===== src/rtl/core/pwfr_pkg.sv =====
// Shared types and constants of the pulse-width frame receiver.
`default_nettype none
package pwfr_pkg;

	localparam int unsigned TIMER_W   = 17;
	localparam int unsigned PULSE_W   = 15;
	localparam int unsigned CFG_IDX_W = 3;
	localparam int unsigned CFG_DATA_W = 17;

	localparam logic [TIMER_W-1:0] TIMER_MAX = '1;

	typedef enum logic [2:0] {
		PH_IDLE       = 3'd0,
		PH_WAIT_START = 3'd1,
		PH_MEAS_START = 3'd2,
		PH_WAIT_BIT   = 3'd3,
		PH_MEAS_BIT   = 3'd4
	} phase_t;

	localparam logic [1:0] ST_OK        = 2'd0;
	localparam logic [1:0] ST_TIMEOUT   = 2'd1;
	localparam logic [1:0] ST_GARBLED   = 2'd2;
	localparam logic [1:0] ST_WRONG_ADR = 2'd3;

	localparam logic [CFG_IDX_W-1:0] CFG_OWN_ADDRESS   = 3'd0;
	localparam logic [CFG_IDX_W-1:0] CFG_LONG_PULSE    = 3'd1;
	localparam logic [CFG_IDX_W-1:0] CFG_SHORT_PULSE   = 3'd2;
	localparam logic [CFG_IDX_W-1:0] CFG_START_TIMEOUT = 3'd3;
	localparam logic [CFG_IDX_W-1:0] CFG_BIT_TIMEOUT   = 3'd4;

	localparam logic [7:0]         RST_OWN_ADDRESS   = 8'd0;
	localparam logic [PULSE_W-1:0] RST_LONG_PULSE    = 15'd400;
	localparam logic [PULSE_W-1:0] RST_SHORT_PULSE   = 15'd200;
	localparam logic [TIMER_W-1:0] RST_START_TIMEOUT = 17'd30000;
	localparam logic [TIMER_W-1:0] RST_BIT_TIMEOUT   = 17'd80000;

	localparam logic [2:0] LAST_BYTE = 3'd4;

endpackage
`default_nettype wire


===== src/rtl/core/pulse_width_frame_receiver.sv =====
// Pulse-width frame receiver: decodes a five-byte frame from line samples.
//
// Feed one line sample per tick on the input channel; an item with arm set
// starts a frame when the receiver is idle. Each item is taken into an input
// register and then runs through the phase, timer and bit decode logic, so the
// block takes one item per clock while the result register is not stalled.
// The result of the item that ends a frame is registered as valid on the output
// channel. A single result register sits on the output; while it is stalled,
// an item in the input register holds there and the input channel stalls. The
// high-time counter saturates at 131071 ticks. Write configuration only while
// no frame is in progress.
`default_nettype none
module pulse_width_frame_receiver (
	input  wire logic                              clk,
	input  wire logic                              arst_n,
	input  wire logic                              cfg_we,
	input  wire logic [pwfr_pkg::CFG_IDX_W-1:0]    cfg_index,
	input  wire logic [pwfr_pkg::CFG_DATA_W-1:0]   cfg_data,
	input  wire logic                              in_valid,
	output logic                                   in_stall,
	input  wire logic                              line_level,
	input  wire logic                              arm,
	output logic                                   out_valid,
	input  wire logic                              out_stall,
	output logic [1:0]                             status,
	output logic [7:0]                             sender_address,
	output logic [7:0]                             bus_id,
	output logic                                   is_local,
	output logic [7:0]                             data_first,
	output logic [7:0]                             data_second,
	output logic                                   invalid_bits
);

	// configuration
	logic [7:0]                          own_address_q;
	logic [pwfr_pkg::PULSE_W-1:0]        long_pulse_q;
	logic [pwfr_pkg::PULSE_W-1:0]        short_pulse_q;
	logic [pwfr_pkg::TIMER_W-1:0]        start_timeout_q;
	logic [pwfr_pkg::TIMER_W-1:0]        bit_timeout_q;

	always_ff @(posedge clk or negedge arst_n) begin
		if (!arst_n) begin
			own_address_q   <= pwfr_pkg::RST_OWN_ADDRESS;
			long_pulse_q    <= pwfr_pkg::RST_LONG_PULSE;
			short_pulse_q   <= pwfr_pkg::RST_SHORT_PULSE;
			start_timeout_q <= pwfr_pkg::RST_START_TIMEOUT;
			bit_timeout_q   <= pwfr_pkg::RST_BIT_TIMEOUT;
		end else if (cfg_we) begin
			unique case (cfg_index)
				pwfr_pkg::CFG_OWN_ADDRESS:   own_address_q   <= cfg_data[7:0];
				pwfr_pkg::CFG_LONG_PULSE:    long_pulse_q    <= cfg_data[pwfr_pkg::PULSE_W-1:0];
				pwfr_pkg::CFG_SHORT_PULSE:   short_pulse_q   <= cfg_data[pwfr_pkg::PULSE_W-1:0];
				pwfr_pkg::CFG_START_TIMEOUT: start_timeout_q <= cfg_data;
				pwfr_pkg::CFG_BIT_TIMEOUT:   bit_timeout_q   <= cfg_data;
				default: ;
			endcase
		end
	end

	// derived thresholds
	logic [pwfr_pkg::PULSE_W:0]   pulse_sum;
	logic [pwfr_pkg::PULSE_W-1:0] mid;
	logic [pwfr_pkg::PULSE_W:0]   start_min;
	logic [pwfr_pkg::TIMER_W-1:0] mid_ext;
	logic [pwfr_pkg::TIMER_W-1:0] start_min_ext;

	assign pulse_sum     = {1'b0, long_pulse_q} + {1'b0, short_pulse_q};
	assign mid           = pulse_sum[pwfr_pkg::PULSE_W:1];
	assign start_min     = pulse_sum - {2'b00, short_pulse_q[pwfr_pkg::PULSE_W-1:1]};
	assign mid_ext       = {{(pwfr_pkg::TIMER_W-pwfr_pkg::PULSE_W){1'b0}}, mid};
	assign start_min_ext = {{(pwfr_pkg::TIMER_W-pwfr_pkg::PULSE_W-1){1'b0}}, start_min};

	// input register
	logic s1_valid_q;
	logic s1_line_s1;
	logic s1_arm_s1;
	logic advance;
	logic step_en;

	assign advance  = !out_valid || !out_stall;
	assign step_en  = s1_valid_q && advance;
	assign in_stall = s1_valid_q && !advance;

	always_ff @(posedge clk or negedge arst_n) begin
		if (!arst_n) begin
			s1_valid_q <= 1'b0;
		end else if (!in_stall) begin
			s1_valid_q <= in_valid;
		end
	end

	always_ff @(posedge clk) begin
		if (!in_stall && in_valid) begin
			s1_line_s1 <= line_level;
			s1_arm_s1  <= arm;
		end
	end

	// receiver state
	pwfr_pkg::phase_t             phase_q, phase_d;
	logic [2:0]                   byte_idx_q, byte_idx_d;
	logic [2:0]                   bit_idx_q, bit_idx_d;
	logic [pwfr_pkg::TIMER_W-1:0] timer_q, timer_d;
	logic [7:0]                   shift_q, shift_d;
	logic                         bad_q, bad_d;
	logic [7:0]                   cap_q [4];
	logic                         cap_we;

	logic [pwfr_pkg::TIMER_W-1:0] timer_inc;
	logic [7:0]                   shift_bit;
	logic                         bit_val, bit_bad;
	logic                         res_fire;
	logic [1:0]                   res_code;

	assign timer_inc = (timer_q == pwfr_pkg::TIMER_MAX) ? timer_q
		: timer_q + pwfr_pkg::TIMER_W'(1);

	// bit decode: zero between mid and start_min, one below mid, else invalid
	always_comb begin
		bit_val = 1'b0;
		bit_bad = 1'b0;
		if (timer_q > mid_ext && timer_q < start_min_ext) begin
			bit_val = 1'b0;
		end else if (timer_q < mid_ext && timer_q < start_min_ext) begin
			bit_val = 1'b1;
		end else begin
			bit_bad = 1'b1;
		end
	end

	assign shift_bit = {shift_q[6:0], bit_val};

	// next state
	always_comb begin
		phase_d    = phase_q;
		byte_idx_d = byte_idx_q;
		bit_idx_d  = bit_idx_q;
		timer_d    = timer_q;
		shift_d    = shift_q;
		bad_d      = bad_q;
		cap_we     = 1'b0;
		res_fire   = 1'b0;
		res_code   = pwfr_pkg::ST_OK;
		unique case (phase_q)
			pwfr_pkg::PH_IDLE: begin
				if (s1_arm_s1) begin
					phase_d    = pwfr_pkg::PH_WAIT_START;
					byte_idx_d = '0;
					bit_idx_d  = '0;
					timer_d    = '0;
					shift_d    = '0;
					bad_d      = 1'b0;
				end
			end
			pwfr_pkg::PH_WAIT_START, pwfr_pkg::PH_WAIT_BIT: begin
				if (s1_line_s1) begin
					phase_d = (phase_q == pwfr_pkg::PH_WAIT_START) ? pwfr_pkg::PH_MEAS_START
						: pwfr_pkg::PH_MEAS_BIT;
					timer_d = pwfr_pkg::TIMER_W'(1);
				end else begin
					timer_d = timer_inc;
					if (timer_inc >= ((phase_q == pwfr_pkg::PH_WAIT_START) ? start_timeout_q
						: bit_timeout_q)) begin
						phase_d  = pwfr_pkg::PH_IDLE;
						res_fire = 1'b1;
						res_code = pwfr_pkg::ST_TIMEOUT;
					end
				end
			end
			pwfr_pkg::PH_MEAS_START: begin
				if (s1_line_s1) begin
					timer_d = timer_inc;
				end else if (timer_q <= start_min_ext) begin
					phase_d  = pwfr_pkg::PH_IDLE;
					res_fire = 1'b1;
					res_code = pwfr_pkg::ST_GARBLED;
				end else begin
					bit_idx_d = '0;
					shift_d   = '0;
					phase_d   = pwfr_pkg::PH_WAIT_BIT;
					timer_d   = pwfr_pkg::TIMER_W'(1);
					if (bit_timeout_q <= pwfr_pkg::TIMER_W'(1)) begin
						phase_d  = pwfr_pkg::PH_IDLE;
						res_fire = 1'b1;
						res_code = pwfr_pkg::ST_TIMEOUT;
					end
				end
			end
			pwfr_pkg::PH_MEAS_BIT: begin
				if (s1_line_s1) begin
					timer_d = timer_inc;
				end else begin
					shift_d   = shift_bit;
					bad_d     = bad_q | bit_bad;
					bit_idx_d = bit_idx_q + 3'd1;
					if (bit_idx_q != 3'd7) begin
						phase_d = pwfr_pkg::PH_WAIT_BIT;
						timer_d = pwfr_pkg::TIMER_W'(1);
						if (bit_timeout_q <= pwfr_pkg::TIMER_W'(1)) begin
							phase_d  = pwfr_pkg::PH_IDLE;
							res_fire = 1'b1;
							res_code = pwfr_pkg::ST_TIMEOUT;
						end
					end else if (byte_idx_q >= pwfr_pkg::LAST_BYTE) begin
						// frame complete
						phase_d  = pwfr_pkg::PH_IDLE;
						res_fire = 1'b1;
						res_code = (cap_q[0] != own_address_q) ? pwfr_pkg::ST_WRONG_ADR
							: pwfr_pkg::ST_OK;
					end else begin
						cap_we     = 1'b1;
						byte_idx_d = byte_idx_q + 3'd1;
						phase_d    = pwfr_pkg::PH_WAIT_START;
						timer_d    = pwfr_pkg::TIMER_W'(1);
						if (start_timeout_q <= pwfr_pkg::TIMER_W'(1)) begin
							phase_d  = pwfr_pkg::PH_IDLE;
							res_fire = 1'b1;
							res_code = pwfr_pkg::ST_TIMEOUT;
						end
					end
				end
			end
			default: begin
				phase_d = pwfr_pkg::PH_IDLE;
			end
		endcase
	end

	always_ff @(posedge clk or negedge arst_n) begin
		if (!arst_n) begin
			phase_q    <= pwfr_pkg::PH_IDLE;
			byte_idx_q <= '0;
			bit_idx_q  <= '0;
			timer_q    <= '0;
			shift_q    <= '0;
			bad_q      <= 1'b0;
		end else if (step_en) begin
			phase_q    <= phase_d;
			byte_idx_q <= byte_idx_d;
			bit_idx_q  <= bit_idx_d;
			timer_q    <= timer_d;
			shift_q    <= shift_d;
			bad_q      <= bad_d;
		end
	end

	always_ff @(posedge clk) begin
		if (step_en && cap_we) begin
			cap_q[byte_idx_q[1:0]] <= shift_bit;
		end
	end

	// result fields: everything but status is zero on an error
	logic       res_ok;
	logic [7:0] res_sender, res_bus, res_d1, res_d2;
	logic       res_local, res_bad;

	always_comb begin
		res_ok     = (res_code == pwfr_pkg::ST_OK);
		res_sender = res_ok ? cap_q[1] : 8'd0;
		res_bus    = res_ok ? cap_q[2] : 8'd0;
		res_local  = res_ok && (cap_q[2] == 8'd0);
		res_d1     = res_ok ? cap_q[3] : 8'd0;
		res_d2     = res_ok ? shift_bit : 8'd0;
		res_bad    = res_ok && (bad_q | bit_bad);
	end

	// result register
	always_ff @(posedge clk or negedge arst_n) begin
		if (!arst_n) begin
			out_valid <= 1'b0;
		end else if (step_en && res_fire) begin
			out_valid <= 1'b1;
		end else if (!out_stall) begin
			out_valid <= 1'b0;
		end
	end

	always_ff @(posedge clk) begin
		if (step_en && res_fire) begin
			status         <= res_code;
			sender_address <= res_sender;
			bus_id         <= res_bus;
			is_local       <= res_local;
			data_first     <= res_d1;
			data_second    <= res_d2;
			invalid_bits   <= res_bad;
		end
	end

endmodule
`default_nettype wire

===== config.mk =====
export PLATFORM = sky130hd
export DESIGN_NAME = pulse_width_frame_receiver
export DESIGN_NICKNAME = d
export VERILOG_FILES = /design/src/rtl/core/pwfr_pkg.sv /design/src/rtl/core/pulse_width_frame_receiver.sv
export SDC_FILE = /design/constraint.sdc
export NUM_CORES = 1
export LEC_CHECK = 0
export BUFFER_PORTS_ARGS = -buffer_cell sky130_fd_sc_hd__buf_2
export CAP_MARGIN = 20
export CORE_MARGIN = 2
export CORE_UTILIZATION = 43
export DETAILED_ROUTE_END_ITERATION = 10
export PLACE_DENSITY_LB_ADDON = 0.12
export SLEW_MARGIN = 20
export SYNTH_ARGS = -nofsm -noshare
export SYNTH_HDL_FRONTEND = slang
export SYNTH_SLANG_ARGS = --single-unit

===== constraint.sdc =====
create_clock -name clk -period 9.1 [get_ports clk]
set_input_delay 0.455 -clock clk [delete_from_list [all_inputs] [get_ports clk]]
set_output_delay 0.455 -clock clk [all_outputs]
set_load 0.02 [all_outputs]

==> flow_metrics.py, run 1 <==
metrics = {
    "status": {
        "outcome": "finished clean",
    },
    "place": {
        "detailed_placement_wirelength_estimate_mm": 17.4,
        "placed_area_um2": 10900,
        "portBuffers": 64,
        "gp_routability_congestion": 0.879,
    },
    "critical_path": {
        "cp-start-kind": "flop",
        "timing.critical_path.arrival_ns": 6.35,
        "timing_worst_setup_path_type": "flop to flop",
        "worst_setup_path_end_kind": "flop",
        "crit_path_max_fanout": 35,
        "required_ns": 9.27,
    },
    "routing": {
        "ant_nets": 0,
        "drtIter0Drc": 359,
        "vias_per_cell": 5.41,
        "vias": 7223,
        "post_drt_wl_per_cell_um": 17.6,
        "post-route-drc-count": 0,
        "number_of_search_and_repair_iterations_in_the_first_detailed_routing_pass": 5,
        "routed_wl_mm": 23.5,
    },
    "clock_tree": {
        "post_cts_repair_resize_count": 0,
        "cts-root-buf": "sky130_fd_sc_hd__clkbuf_16",
        "cts.hold.buffers_added": 0,
        "tritoncts_num_sinks": 178,
        "post_cts.repair.setup_buffers": 0,
        "cts_max_level": 4,
        "tritoncts_clock_tree": "yes",
        "clk_pin_slew_worst_paths_ns": 0.08,
        "maximum_number_of_buffers_from_clock_root_to_sink": 2,
        "cts_buffers": 17,
        "clk-insertion-delay-late_ns": 0.45,
    },
    "synth": {
        "ys.flop_type": "sky130_fd_sc_hd__dfrtp_1",
        "yosysTopAreaCell": "sky130_fd_sc_hd__dfrtp_1",
        "avgSynthCellArea_um2": 11.0,
        "netlist_top_cells_area": "sky130_fd_sc_hd__dfrtp_1 22%, sky130_fd_sc_hd__edfxtp_1 20%, sky130_fd_sc_hd__ha_1 10%",
        "ys_seq_area_share_pct": 47.0,
        "post_synth_edffs": 70,
        "synth-seq-cells": 178,
        "yosysMostFrequentCell": "sky130_fd_sc_hd__dfrtp_1",
        "postSynthCellCount": 937,
        "mappedNetlistNets": 1050,
        "yosysWarnings": 0,
        "synth_cell_type_count": 66,
        "synth.cell_area_um2": 10300,
        "synth_async_reset_ratio_pct": 60.7,
        "synth.top_cell.area_share_pct": 21.9,
        "most_frequent_cells_after_synthesis": "90 x sky130_fd_sc_hd__dfrtp_1, 84 x sky130_fd_sc_hd__ha_1, 72 x sky130_fd_sc_hd__inv_1",
    },
    "timing": {
        "final_report_max_slew_violation_count": 0,
        "fmax_ghz": 0.162,
        "timing_worst_slew_pin_value_ns": 0.880,
        "setup_violations": 0,
        "finClkSkew_ns": 0.0141,
        "fin_setup_tns_ns": 0,
        "max_slew_margin_pct": 41.3,
        "unrepaired_setup_endpoints_after_global_routing": "false",
        "minimum_period_implied_by_the_final_worst_setup_slack_ns": 6.18,
        "final_min_period_over_clock_period_pct": 67.9,
        "finalHoldViolCount": 0,
    },
    "layout": {
        "multi_input_comb_area_um2": 5000,
        "final.fill_count": 2150,
        "drive_gt1_share_pct": 20.4,
        "finalInstanceArea_um2": 11500,
        "n_antenna_cell": 0,
        "sequential_cell_area_um2": 4830,
        "area_growth_pct": 12.5,
        "num-nets-final": 1116,
    },
    "floorplanning": {
        "design.core.area_um2": 23500,
        "initial_utilization_pct": 43.7,
        "dieWidth_um": 158,
        "rows": 56,
        "die_area_um2": 25100,
        "boundary_pin_count": 65,
        "floorplan.die.height_um": 158,
    },
    "grt": {
        "first_global_vias": 7065,
        "grt_pass1_wl_mm": 38.0,
        "groute.usage.overall_pct": 19.7,
        "maximum_number_of_pins_on_one_net_before_global_route_repair": 69,
        "grt_overflow": 0,
        "antenna_violations_before_repair": 0,
    },
    "pwr": {
        "power.total_mw": 3.15,
        "vdd_ir_drop_max_v": 0.000152,
        "pwr_density_cell_nw_per_um2": 273,
        "power.leakage_nw": 5.18,
    },
    "job": {
        "max_cap_viol_count": 0,
    },
    "worst_hold_path": {
        "hold_path.class": "primary input to asynchronous set/reset pin",
    },
}
layout by cell type, fill, tap and decap left out, types with 12 or more instances in the layout:
cell,synthesis,final
sky130_fd_sc_hd__nand3_1,15,15
sky130_fd_sc_hd__a21oi_1,39,39
sky130_fd_sc_hd__nor3_1,45,44
sky130_fd_sc_hd__dfstp_2,18,18
sky130_fd_sc_hd__mux2i_1,17,17
sky130_fd_sc_hd__inv_1,72,72
sky130_fd_sc_hd__ha_1,84,84
sky130_fd_sc_hd__nor4_1,15,15
sky130_fd_sc_hd__nand2_1,64,64
sky130_fd_sc_hd__dfrtp_1,90,90
sky130_fd_sc_hd__xor2_1,19,19
sky130_fd_sc_hd__a21o_1,27,26
sky130_fd_sc_hd__o21ai_0,49,49
sky130_fd_sc_hd__nand4_1,12,12
sky130_fd_sc_hd__mux2_2,60,60
sky130_fd_sc_hd__o31ai_1,16,15
sky130_fd_sc_hd__xnor2_1,26,26
sky130_fd_sc_hd__nor2_1,37,36
sky130_fd_sc_hd__edfxtp_1,70,70
sky130_fd_sc_hd__buf_2,9,63
sky130_fd_sc_hd__clkbuf_16,0,17
power breakdown:
| group | total [mW] | switching [mW] | internal, mW |
|---|---|---|---|
| clock network | 0.781 | 0.394 | 0.387 |
| logic | 1.34 | 0.763 | 0.581 |
| registers | 1.03 | 0.0809 | 0.947 |
| total | 3.15 | 1.24 | 1.92 |
per-layer routing:
metal | share of wire, % | global-route usage, %
met3 | 3.5 | 3.29
met1 | 49 | 27.4
met4 | 1.3 | 5.11
met2 | 47 | 32.2
met5 | 0 | 0
area by class of cell:
class | count | area share, %
repair buffers | 75 | 3.54
multi-input cells | 659 | 43.3
flip-flops and latches | 178 | 41.8
well taps | 319 | 3.46
clock buffers | 17 | 3.68
inverters | 72 | 2.34
clock inverters | 15 | 1.86
worst paths after layout:
check	slack (ns)	startpoint	endpoint	cells after the start
max in group asynchronous	7.88	arst_n	start_timeout_q[4]	2
min in group clk	0.19	line_level	s1_line_s1	1
worst min register to register	0.51	start_timeout_q[0]	start_timeout_q[0]	1
worst max register to register	2.92	short_pulse_q[1]	is_local	22
worst max-delay path	2.92	short_pulse_q[1]	is_local	22
worst min-delay path	0.14	arst_n	start_timeout_q[15]	1
stage by stage:
| step | utilization (%) | hold slack [ns] | cells | worst slack, ns |
|---|---|---|---|---|
| floorplan | - | 0.159 | 937 | 3.21 |
| global route | 49.2 | 0.171 | 1335 | 2.35 |
| detailed placement | 46.4 | 0.493 | 1302 | 2.94 |
| finish | 49.2 | 0.136 | 1335 | 2.92 |
| global placement | 46.4 | 0.486 | 1302 | 2.68 |
| CTS | 49.1 | 0.167 | 1334 | 2.91 |
critical path, stage by stage, from the launching register on:
cell and delay [ns]:
sky130_fd_sc_hd__dfrtp_1 0.41, sky130_fd_sc_hd__ha_1 0.28, sky130_fd_sc_hd__a21oi_1 0.18, sky130_fd_sc_hd__a2bb2oi_1 0.27, sky130_fd_sc_hd__a21oi_1 0.16, sky130_fd_sc_hd__a21oi_1 0.24, sky130_fd_sc_hd__xnor2_1 0.17, sky130_fd_sc_hd__ha_1 0.30
sky130_fd_sc_hd__or2_2 0.29, sky130_fd_sc_hd__a21oi_1 0.21, sky130_fd_sc_hd__a211oi_1 0.10, sky130_fd_sc_hd__o41ai_1 0.41, sky130_fd_sc_hd__o21ai_0 0.20, sky130_fd_sc_hd__xnor2_1 0.17, sky130_fd_sc_hd__ha_1 0.33, sky130_fd_sc_hd__and4_1 0.23
sky130_fd_sc_hd__a2111oi_2 0.48, sky130_fd_sc_hd__nand2_1 0.09, sky130_fd_sc_hd__o211a_1 0.27, sky130_fd_sc_hd__a21oi_2 0.14, sky130_fd_sc_hd__buf_4 0.24, sky130_fd_sc_hd__a21o_2 0.59, sky130_fd_sc_hd__nor3_1 0.11
kinds of logic after synthesis:
family	synth area share (%)
multiplexers	8.24
flip-flops	47.0
buffers and inverters	4.34
AND/OR/NAND/NOR	12.5
AO/OA/AOI/OAI	13.4
XOR/XNOR	3.84
adder cells (fa/ha/maj)	10.6
sequential cells by signal, summed over array words and instances (netlist names), 3 cells and up:
name,cells
own_address_q,8
data_second,8
cap_q,32
data_first,8
timer_q,17
start_timeout_q,17
shift_q,7
short_pulse_q,15
bus_id,8
byte_idx_q,3
long_pulse_q,15
sender_address,8
phase_q,3
bit_idx_q,3
bit_timeout_q,17
(Power assumes the default switching activity.)
==> inputs of run 2 (changes only) <==
==> constraint.sdc (replaced) <==
create_clock -name clk -period 6.28 [get_ports clk]
set_input_delay 0.314 -clock clk [delete_from_list [all_inputs] [get_ports clk]]
set_output_delay 0.314 -clock clk [all_outputs]
set_load 0.02 [all_outputs]
==> run 2 against run 1 <==
Net effect: utilization grew 0.13 points; combinational power grew 49%; register-to-register slack got worse by 2.5 ns; setup slack worse by 2.5 ns; maximum frequency increased by 5.2%; non-clock buffer count unchanged; critical endpoint is now bus_id[0].
==> flow_metrics.py, run 2 (synthesized netlist as in run 1, its figures left out) <==
metrics = {
    "layout": {
        "n_antenna_cell": 0,
        "drive_gt1_share_pct": 20.6,
        "layout.cells.most_common_list": "90 x sky130_fd_sc_hd__dfrtp_1, 84 x sky130_fd_sc_hd__ha_1, 72 x sky130_fd_sc_hd__inv_1, 70 x sky130_fd_sc_hd__edfxtp_1, 64 x sky130_fd_sc_hd__nand2_1",
        "num-nets-final": 1116,
        "mostFrequentLayoutCell": "sky130_fd_sc_hd__dfrtp_1",
        "final.fill_count": 2144,
        "largest_register_ff_count": 32,
        "area_growth_pct": 12.8,
        "share_of_the_core_filled_with_cells_in_the_final_layout_pct": 49.3,
    },
    "place": {
        "detailed_placement_wirelength_estimate_mm": 17.8,
        "gp_routability_congestion": 0.950,
        "pre_cts_slack_ns": 0.273,
        "portBuffers": 64,
    },
    "timing": {
        "max_slew_margin_pct": 23.8,
        "timing_worst_slew_pin_value_ns": 1.13,
        "finClkSkew_ns": 0.0125,
        "fin_setup_tns_ns": 0,
        "fin_ws_ns": 0.408,
        "setup_violations": 0,
        "final_min_period_over_clock_period_pct": 93.5,
        "minimum_period_implied_by_the_final_worst_setup_slack_ns": 5.87,
        "finalHoldViolCount": 0,
        "final_report_max_slew_violation_count": 0,
        "fmax_ghz": 0.170,
        "unrepaired_setup_endpoints_after_global_routing": "false",
    },
    "critical_path": {
        "worst_setup_path_end_kind": "flop",
        "critical_path_slowest_stage_cell": "sky130_fd_sc_hd__dfrtp_1",
        "timing_worst_setup_path_type": "flop to flop",
        "cp_num_buf_inv": 1,
        "critPathMostFrequentCell": "sky130_fd_sc_hd__ha_1",
        "timing.critical_path.arrival_ns": 6.00,
        "cp_delay_by_family_top": "compound AO/OA/AOI/OAI gates",
        "required_ns": 6.41,
        "crit_path_max_fanout": 36,
        "cp-start-kind": "flop",
        "timing.critical_path.slowest_cell_delay_ns": 0.42,
        "critical_path.cell_chain": "ha_1 > nor2b_1 > o31a_1 > o41a_1 > a21boi_0 > xnor2_1 > ha_1 > nand3_1 > a211oi_1 > o41ai_2 > o21ai_0 > xnor2_1 > ha_1 > and4_1 > a2111oi_4 > nand2_1 > o211a_1 > and2_1 > a21oi_1 > o21a_1 > buf_12",
    },
    "job": {
        "max_cap_viol_count": 0,
    },
    "grt": {
        "first_global_vias": 7111,
        "grt_pass1_wl_mm": 38.4,
        "antenna_violations_before_repair": 0,
        "grt_overflow": 0,
        "maximum_number_of_pins_on_one_net_before_global_route_repair": 62,
        "groute.usage.overall_pct": 20.0,
    },
    "floorplanning": {
        "floorplan.die.height_um": 158,
        "dieWidth_um": 158,
        "initial_utilization_pct": 43.7,
        "rows": 56,
        "boundary_pin_count": 65,
        "design.core.area_um2": 23500,
        "die_area_um2": 25100,
    },
    "routing": {
        "drtIter0Drc": 398,
        "vias_per_cell": 5.47,
        "number_of_search_and_repair_iterations_in_the_first_detailed_routing_pass": 5,
        "post-route-drc-count": 0,
        "post_drt_wl_per_cell_um": 18.0,
        "vias": 7298,
        "ant_nets": 0,
        "routed_wl_mm": 24.0,
    },
    "clock_tree": {
        "clk-insertion-delay-late_ns": 0.44,
        "clk_pin_slew_worst_paths_ns": 0.08,
        "tritoncts_clock_tree": "yes",
        "cts-root-buf": "sky130_fd_sc_hd__clkbuf_16",
        "tritoncts_num_sinks": 178,
        "cts_max_level": 4,
        "maximum_number_of_buffers_from_clock_root_to_sink": 2,
        "cts_buffers": 17,
    },
    "pwr": {
        "power_report.internal_total_mw": 2.78,
        "vdd_ir_drop_max_v": 0.000200,
        "comb_power_share_pct": 43.5,
        "clock_power_share_pct": 24.0,
        "seqPwrFrac_pct": 32.5,
        "pwr_density_cell_nw_per_um2": 396,
        "power.leakage_nw": 5.19,
        "power.total_mw": 4.58,
        "switchingPower_mw": 1.80,
        "switching_share_pct": 39.4,
    },
    "worst_hold_path": {
        "hold_path.class": "primary input to flop",
    },
    "status": {
        "outcome": "finished clean",
    },
}
==> run 2: cell type report <==
cell class / instances / area [um^2] / area share [%]
multi-input cells: 659 / 5040 / 43.5
clock inverters: 15 / 188 / 1.62
well taps: 319 / 399 / 3.45
flip-flops and latches: 178 / 4830 / 41.7
repair buffers: 75 / 433 / 3.74
inverters: 72 / 270 / 2.33
clock buffers: 17 / 425 / 3.67
==> run 2: worst register-to-register path, stage by stage, from the launching register on <==
cell                        delay [ns]
sky130_fd_sc_hd__dfrtp_1          0.42
sky130_fd_sc_hd__ha_1             0.34
sky130_fd_sc_hd__nor2b_1          0.16
sky130_fd_sc_hd__o31a_1           0.27
sky130_fd_sc_hd__o41a_1           0.40
sky130_fd_sc_hd__a21boi_0         0.27
sky130_fd_sc_hd__xnor2_1          0.20
sky130_fd_sc_hd__ha_1             0.34
sky130_fd_sc_hd__nand3_1          0.12
sky130_fd_sc_hd__a211oi_1         0.07
sky130_fd_sc_hd__o41ai_2          0.35
sky130_fd_sc_hd__o21ai_0          0.21
sky130_fd_sc_hd__xnor2_1          0.17
sky130_fd_sc_hd__ha_1             0.35
sky130_fd_sc_hd__and4_1           0.25
sky130_fd_sc_hd__a2111oi_4        0.41
sky130_fd_sc_hd__nand2_1          0.09
sky130_fd_sc_hd__o211a_1          0.29
sky130_fd_sc_hd__and2_1           0.23
sky130_fd_sc_hd__a21oi_1          0.15
sky130_fd_sc_hd__o21a_1           0.20
sky130_fd_sc_hd__buf_12           0.23
==> run 2: path summary, 6_finish.rpt <==
check,start,endpoint,slack [ns],cells past startpoint
setup / recovery,short_pulse_q[2],bus_id[0],0.41,21
hold / removal,line_level,s1_line_s1,0.05,1
setup reg to reg,short_pulse_q[2],bus_id[0],0.41,21
hold reg to reg,byte_idx_q[2],byte_idx_q[2],0.51,1
max in group asynchronous,arst_n,short_pulse_q[4],4.63,3
min in group asynchronous,arst_n,s1_valid_q,0.43,2
==> run 2: layer usage <==
metal / global-route usage (%) / wire, um / vias up
met2: 32.5 / 11100 / 164
met5: 0 / 0 / -
met3: 3.18 / 900 / 27
li1: - / - / 3554
met1: 27.6 / 11500 / 3553
met4: 6.09 / 463 / 0
==> run 2: power by group through the flow <==
stage | Combinational [mW] | Clock, mW | Sequential (mW)
2_1_floorplan | 1.53 | 0 | 1.48
3_3_place_gp | 1.95 | 0 | 1.51
3_5_place_dp | 1.96 | 0 | 1.51
4_1_cts | 1.99 | 1.12 | 1.49
5_1_grt | 2.27 | 1.16 | 1.51
6_report | 1.99 | 1.10 | 1.49
==> run 2: timing repair <==
item | in CTS | in global routing
endpoints found under the setup margin | 0 | 98
hold buffers | 1 | 0
endpoints found under the hold margin | 43 | 0
resized for setup | 0 | 5
buffers inserted | 0 | 0
==> run 2: per-stage QoR <==
stage / hold slack (ns) / instances / area [um^2]
2_1_floorplan: 0.0184 / 937 / 10300
3_3_place_gp: 0.378 / 1302 / 10900
5_1_grt: 0.0305 / 1335 / 11600
3_5_place_dp: 0.391 / 1302 / 10900
6_report: 0.0483 / 1335 / 11600
4_1_cts: 0.0374 / 1335 / 11500
